<file path="src/hw/rtl/vrrq_pkg.sv">
// Types and codes of the variable record ring queue.
// Used by the controller, the datapath, the top level and the checker.
package vrrq_pkg;

	localparam int LEN_W  = 12;
	localparam int TAG_W  = 48;
	localparam int BYTE_W = 8;

	typedef enum logic [1:0] {
		OP_PUSH_BEGIN = 2'd0,
		OP_PUSH_BYTE  = 2'd1,
		OP_PULL_BEGIN = 2'd2,
		OP_PULL_BYTE  = 2'd3
	} op_t;

	typedef enum logic [2:0] {
		ST_OK       = 3'd0,
		ST_FULL     = 3'd1,
		ST_TOO_LONG = 3'd2,
		ST_EMPTY    = 3'd3,
		ST_SEQUENCE = 3'd4
	} status_t;

	typedef enum logic [2:0] {
		S_IDLE,
		S_DECIDE,
		S_HDR_WR,
		S_HDR_RD,
		S_HDR_FIN,
		S_RESULT
	} state_t;

	typedef struct packed {
		logic    latch;
		logic    push_start;
		logic    push_byte;
		logic    pull_start;
		logic    pull_byte;
		logic    hdr_wr;
		logic    hdr_rd;
		logic    hdr_fin;
		logic    reject;
		logic    load_out;
		status_t code;
	} cmd_t;

	typedef struct packed {
		op_t  op;
		logic too_long;
		logic full;
		logic empty;
		logic push_open;
		logic pull_open;
		logic hdr_done;
	} flags_t;

endpackage

</file>
<file path="src/hw/rtl/vrrq_ctrl.sv">
// Sequencing state machine of the record ring queue.
// Depends on vrrq_pkg; drives the datapath through cmd_t, reads flags_t.
module vrrq_ctrl import vrrq_pkg::*; (
	input  logic   clk,
	input  logic   arst_n,
	input  logic   req_valid,
	output logic   req_ready,
	output logic   rsp_valid,
	input  logic   rsp_ready,
	input  flags_t flags,
	output cmd_t   cmd
);

	state_t state_q, state_d;
	logic   rsp_valid_q;
	logic   slot_free;

	assign slot_free = !rsp_valid_q || rsp_ready;
	assign rsp_valid = rsp_valid_q;

	always_comb begin
		state_d = state_q;
		case (state_q)
			S_IDLE: begin
				if (req_valid) state_d = S_DECIDE;
			end
			S_DECIDE: begin
				case (flags.op)
					OP_PUSH_BEGIN: state_d = (flags.too_long || flags.full) ? S_RESULT : S_HDR_WR;
					OP_PULL_BEGIN: state_d = flags.empty ? S_RESULT : S_HDR_RD;
					default:       state_d = S_RESULT;
				endcase
			end
			S_HDR_WR: begin
				if (flags.hdr_done) state_d = S_RESULT;
			end
			S_HDR_RD: begin
				if (flags.hdr_done) state_d = S_HDR_FIN;
			end
			S_HDR_FIN: begin
				state_d = S_RESULT;
			end
			S_RESULT: begin
				if (slot_free) state_d = req_valid ? S_DECIDE : S_IDLE;
			end
			default: begin
				state_d = S_IDLE;
			end
		endcase
	end

	always_comb begin
		cmd       = '0;
		cmd.code  = ST_OK;
		req_ready = 1'b0;
		case (state_q)
			S_IDLE: begin
				req_ready = 1'b1;
				cmd.latch = req_valid;
			end
			S_DECIDE: begin
				case (flags.op)
					OP_PUSH_BEGIN: begin
						if (flags.too_long) begin
							cmd.reject = 1'b1;
							cmd.code   = ST_TOO_LONG;
						end else if (flags.full) begin
							cmd.reject = 1'b1;
							cmd.code   = ST_FULL;
						end else begin
							cmd.push_start = 1'b1;
						end
					end
					OP_PUSH_BYTE: begin
						if (!flags.push_open) begin
							cmd.reject = 1'b1;
							cmd.code   = ST_SEQUENCE;
						end else begin
							cmd.push_byte = 1'b1;
						end
					end
					OP_PULL_BEGIN: begin
						if (flags.empty) begin
							cmd.reject = 1'b1;
							cmd.code   = ST_EMPTY;
						end else begin
							cmd.pull_start = 1'b1;
						end
					end
					OP_PULL_BYTE: begin
						if (!flags.pull_open) begin
							cmd.reject = 1'b1;
							cmd.code   = ST_SEQUENCE;
						end else begin
							cmd.pull_byte = 1'b1;
						end
					end
					default: begin
						cmd.reject = 1'b1;
						cmd.code   = ST_SEQUENCE;
					end
				endcase
			end
			S_HDR_WR: begin
				cmd.hdr_wr = 1'b1;
			end
			S_HDR_RD: begin
				cmd.hdr_rd = 1'b1;
			end
			S_HDR_FIN: begin
				cmd.hdr_fin = 1'b1;
			end
			S_RESULT: begin
				// result register loads and the next word may come in together
				cmd.load_out = slot_free;
				req_ready    = slot_free;
				cmd.latch    = slot_free && req_valid;
			end
			default: begin
				cmd = '0;
			end
		endcase
	end

	always_ff @(posedge clk or negedge arst_n) begin
		if (!arst_n) begin
			state_q     <= S_IDLE;
			rsp_valid_q <= 1'b0;
		end else begin
			state_q <= state_d;
			if (cmd.load_out) begin
				rsp_valid_q <= 1'b1;
			end else if (rsp_ready) begin
				rsp_valid_q <= 1'b0;
			end
		end
	end

endmodule

</file>
<file path="config.mk">
export PLATFORM = sky130hd
export DESIGN_NAME = vrrq_ctrl
export DESIGN_NICKNAME = d
export VERILOG_FILES = /design/src/hw/rtl/vrrq_pkg.sv /design/src/hw/rtl/vrrq_ctrl.sv
export SDC_FILE = /design/constraint.sdc
export NUM_CORES = 1
export LEC_CHECK = 0
export BUFFER_PORTS_ARGS = -buffer_cell sky130_fd_sc_hd__buf_2
export CORE_AREA = 4 4 41 43
export DETAILED_ROUTE_END_ITERATION = 12
export DIE_AREA = 0 0 45 47
export PLACE_DENSITY = 0.57
export SLEW_MARGIN = 10
export SYNTH_ARGS = -nofsm -noshare
export SYNTH_HDL_FRONTEND = slang
export SYNTH_SLANG_ARGS = --single-unit
</file>
<file path="constraint.sdc">
create_clock -name clk -period 2.8 [get_ports clk]
set_input_delay 0.14 -clock clk [delete_from_list [all_inputs] [get_ports clk]]
set_output_delay 0.14 -clock clk [all_outputs]
set_load 0.005 [all_outputs]
</file>
Word level (Yosys, flattened, before mapping). Cells that the tools add are included.

Register bits after elaboration: 4. Bits in latches: 0. Memory bits (writable): 0. Memory bits (read-only): 0. Word-level logic and storage cells: 63. Memories kept: 0.

Add/subtract/negate cells: 0. $mul: 0. Divide/modulo/power cells: 0. $lt $le $gt $ge: 0. Equal/unequal tests: 12. Shift-type cells: 0. Mux-type cells: 41. Bitwise logic cells: 0. Reductions and logical operators: 8.

Operator list (count): $mux W3 (9); $mux W1 (23); $pmux W3 S6 (1); $pmux W3 S4 (1); $ne A2 B2 Y1 const B (4); $eq A3 B2 Y1 const B (2); $eq A3 B3 Y1 const B (2); $pmux W3 S2 (1); $eq A2 B2 Y1 const B (2); $mux W2 (2); $mux W4 (1); $pmux W1 S2 (2); $pmux W1 S4 (1); $reduce_and A4 Y1 (1); $eq A3 B1 Y1 const B (1); $logic_not A3 Y1 (1); $eq A2 B1 Y1 const B (1); $logic_not A2 Y1 (1); $logic_or A1 B1 Y1 (2); $reduce_bool A2 Y1 (1); $logic_and A1 B1 Y1 (1); $logic_not A1 Y1 (1).

Depth between registers and ports, before layout.
Word-level depth: 4. Mapped depth: 5. Mapped depth without buffers: 4.

Worst setup path before layout. OpenSTA, ideal clock, no wires.

Path type: register -> output. Start point: register state_q[2]. End point: output port cmd[0] (netlist bit). Arrival: 1.225 ns. Setup slack: 1.435 ns. Cell stages (with the launch flop): 6. Path through: dfrtp_1 clkbuf_1 nor2_1 nand2_1 or2_2 a21oi_1.

RTL lines: start: declaration (RTL line vrrq_ctrl.sv:14) `state_t state_q, state_d;`; start signal: assignment (RTL line vrrq_ctrl.sv:130) `state_q <= state_d;`; end: declaration (RTL line vrrq_ctrl.sv:11) `output cmd_t cmd`.

==> results.ini <==
[floorplan]
die_w_um=45
fp.dieArea_mm2=0.002115
core.rowCount=13
initial_core_util_pct=28.08
dieHeight_um=47
io-pin-count=27
core_area_mm2=0.001301

[yosys]
ys_types=19
synth-main-ff-cell=sky130_fd_sc_hd__dfrtp_1
synth_largest_type_area_fraction_pct=27.40
postSynth.asyncResetShare_pct=100.0
synth_top_cell_by_area=sky130_fd_sc_hd__dfrtp_1
synth-edff-count=0
syn_nets=69
synth_commonest_cells=sky130_fd_sc_hd__nor2_1, sky130_fd_sc_hd__nand2_1, sky130_fd_sc_hd__a21oi_1
yosysWarningCount=0
synthesis.area_per_instance_um2=6.410
synth.cell_area_um2=365.4
main_area_contributors_after_synthesis=sky130_fd_sc_hd__dfrtp_1, sky130_fd_sc_hd__nor2_1, sky130_fd_sc_hd__nand2_1
synth_sequential_area_ratio_pct=27.40
synth.most_common_cell=sky130_fd_sc_hd__nor2_1
post_synth_inst_count=57
ys_ff_latch=4

[hold_path]
min_path_type=in -> reg
worstHoldStart=flags[0]
hold_path_end=state_q[1]
worst_hold_path.num_cells=2

[setup_path]
critPathCaptureType=primary output
timing.rr.start=state_q[2]
critical_path_buf_inv_count=1
r2r_setup_slack_ns=1.53
timing.critical_path.slowest_stage_cell=sky130_fd_sc_hd__dfrtp_1
arrival_ns=1.60
critical_path.startpoint_type=flop
cp.required_ns=2.66
timing.critical_path.fanout_max=11
crit_chain=nor2_1 > nand2_1 > or2_2 > a21oi_1 > buf_2
timing.rr.end=state_q[0]
r2r_cells=4
critical_path.max_stage_delay_ns=0.47
timing.critical_path.max_delay_family=simple AND/OR/NAND/NOR gates
worstSetupPathType=reg -> out

[clock_network]
clock_path_buffers=2
postCtsResizedCells=0
clkTransAtPathRegs_ns=0.04
cts_root_buf=sky130_fd_sc_hd__clkbuf_4
tritoncts=yes
h-tree-depth=1
clock_sink_count=4
cts_buffers=3
insertion_delay_ns=0.23
post_cts.repair.setup_buffers=0

[global_routing]
global_route.overflow_total=0
grt_pass1_wl_um=1787
number_of_global_route_vias_before_repair=465
largest_net_degree_at_the_start_of_global_routing=12
grt_util_all_layers_pct=11.40
antenna_found_initial=0

[power]
cellLeakagePower_nw=0.3000
fin_total_pwr_w=0.0004150
peakVddDrop_mv=0.3337
pwr_cell_area_mw_per_mm2=769.6

[timing]
final-setup-viol-count=0
fmaxAchievable_mhz=575.7
min_period_ns=1.737
relSlewSlack_pct=80.92
worst_pin_slew_ns=0.2861
timing_hold_violations_final=0
totalNegativeSetupSlack_ns=0
worst_slack_ns=1.063
rsz0062_at_grt=false
fin_skew_ns=0.005062
period_utilization_pct=62.04
max_slew_violation_total_from_the_final_report=0

[final_layout]
num-fill-cells=153
antenna_fix_cells=0
fin_area_um2=539.3
final_layout_size_suffix_gt1_share_pct=37.65
num-nets-final=99
areaGrowthSynthToFinish_pct=47.60

[drt]
detail_route.first_pass.iterations=2
wire_per_inst_um=9.800
vias=463
routed_wl_um=980
drt_drc_violations_left=0
drt_first_iter_violations=1
route.detailed.vias_per_inst=4.630
drt.antenna.violating_nets=0

[placed_design]
worst_slack_at_placement_ns=1.326
dpl-instance-area_um2=506.7
gp_routability_congestion=0.6978
port_buf_inserts=26
hpwl_um=791.7

[outcome]
status=finished clean

[run]
drv.max_cap_violation_count=0

==> power by group <==
part,switching [W],internal (W)
combinational,0.000113,0.000108
sequential,0.0000415,0.0000827
clock,0.0000216,0.0000478
==> cells by family after synthesis <==
kind of cell    after synthesis  share of synthesized area (%)
buf+inv                       4                          4.111
simple gates                 36                          47.95
compound gates               13                          20.55
flops                         4                          27.40
==> per-stage QoR <==
| stage | util [%] | hold slack [ns] | std cells |
|---|---|---|---|
| 2_1_floorplan | - | -0.1556 | 57 |
| 3_3_place_gp | 38.94 | -0.05333 | 96 |
| 3_5_place_dp | 38.94 | -0.05446 | 96 |
| 4_1_cts | 41.44 | 0.1656 | 100 |
| 5_1_grt | 41.44 | 0.1654 | 100 |
| 6_report | 41.44 | 0.1606 | 100 |
==> how the worst max path moves through the flow <==
stage / startpoint / to / slack (ns) / depth (start not counted)
after floorplan: state_q[2] / cmd[0] / 1.44 / 5
after global placement: state_q[2] / cmd[0] / 1.36 / 5
after detailed placement: state_q[2] / cmd[0] / 1.33 / 5
after CTS: state_q[2] / cmd[0] / 1.07 / 5
after global routing: state_q[2] / cmd[9] / 0.92 / 5
final: state_q[2] / cmd[0] / 1.06 / 5
==> routing by layer <==
layer	up-vias	global-route usage, %	part of all wire (%)
met4	0	7.018	0
met3	0	2.299	11
met1	189	14.87	47
li1	250	-	-
met2	24	17.23	42
met5	-	0	0
==> cells in the final DEF, fill, tap and decap left out <==
master / count
sky130_fd_sc_hd__a211oi_1: 1
sky130_fd_sc_hd__a21boi_0: 1
sky130_fd_sc_hd__a21oi_1: 6
sky130_fd_sc_hd__a221oi_1: 1
sky130_fd_sc_hd__a31oi_1: 1
sky130_fd_sc_hd__and2_1: 1
sky130_fd_sc_hd__and3_1: 2
sky130_fd_sc_hd__buf_2: 26
sky130_fd_sc_hd__clkbuf_4: 3
sky130_fd_sc_hd__dfrtp_1: 4
sky130_fd_sc_hd__dlygate4sd3_1: 1
sky130_fd_sc_hd__inv_1: 2
sky130_fd_sc_hd__nand2_1: 10
sky130_fd_sc_hd__nand2b_1: 4
sky130_fd_sc_hd__nand3_1: 3
sky130_fd_sc_hd__nor2_1: 11
sky130_fd_sc_hd__o21ai_0: 3
sky130_fd_sc_hd__or2_2: 2
sky130_fd_sc_hd__or2b_1: 1
sky130_fd_sc_hd__or3_1: 1
sky130_fd_sc_hd__or3_4: 1
==> state kept, by name, summed over array words and instances, names as in the netlist <==
signal     count
rsp_valid      1
state_q        3
==> worst register-to-register path, cell delays in order, from the launching register on <==
cell,delay (ns)
sky130_fd_sc_hd__dfrtp_1,0.47
sky130_fd_sc_hd__nand2b_1,0.23
sky130_fd_sc_hd__o21ai_0,0.16
sky130_fd_sc_hd__a21oi_1,0.05
sky130_fd_sc_hd__a221oi_1,0.24
==> layout make-up <==
| cell class | instances | area, µm² | area share (%) |
|---|---|---|---|
| well taps | 15 | 18.77 | 3.480 |
| repair buffers | 27 | 140.1 | 25.99 |
| multi-input cells | 49 | 250.2 | 46.40 |
| clock buffers | 3 | 22.52 | 4.176 |
| flip-flops and latches | 4 | 100.1 | 18.56 |
| inverters | 2 | 7.507 | 1.392 |
==> repair_timing <==
action	CTS	global route
hold endpoints to repair	4	0
endpoints found under the setup margin	0	0
hold buffers	1	0
Power figures use the tool's default switching activity.
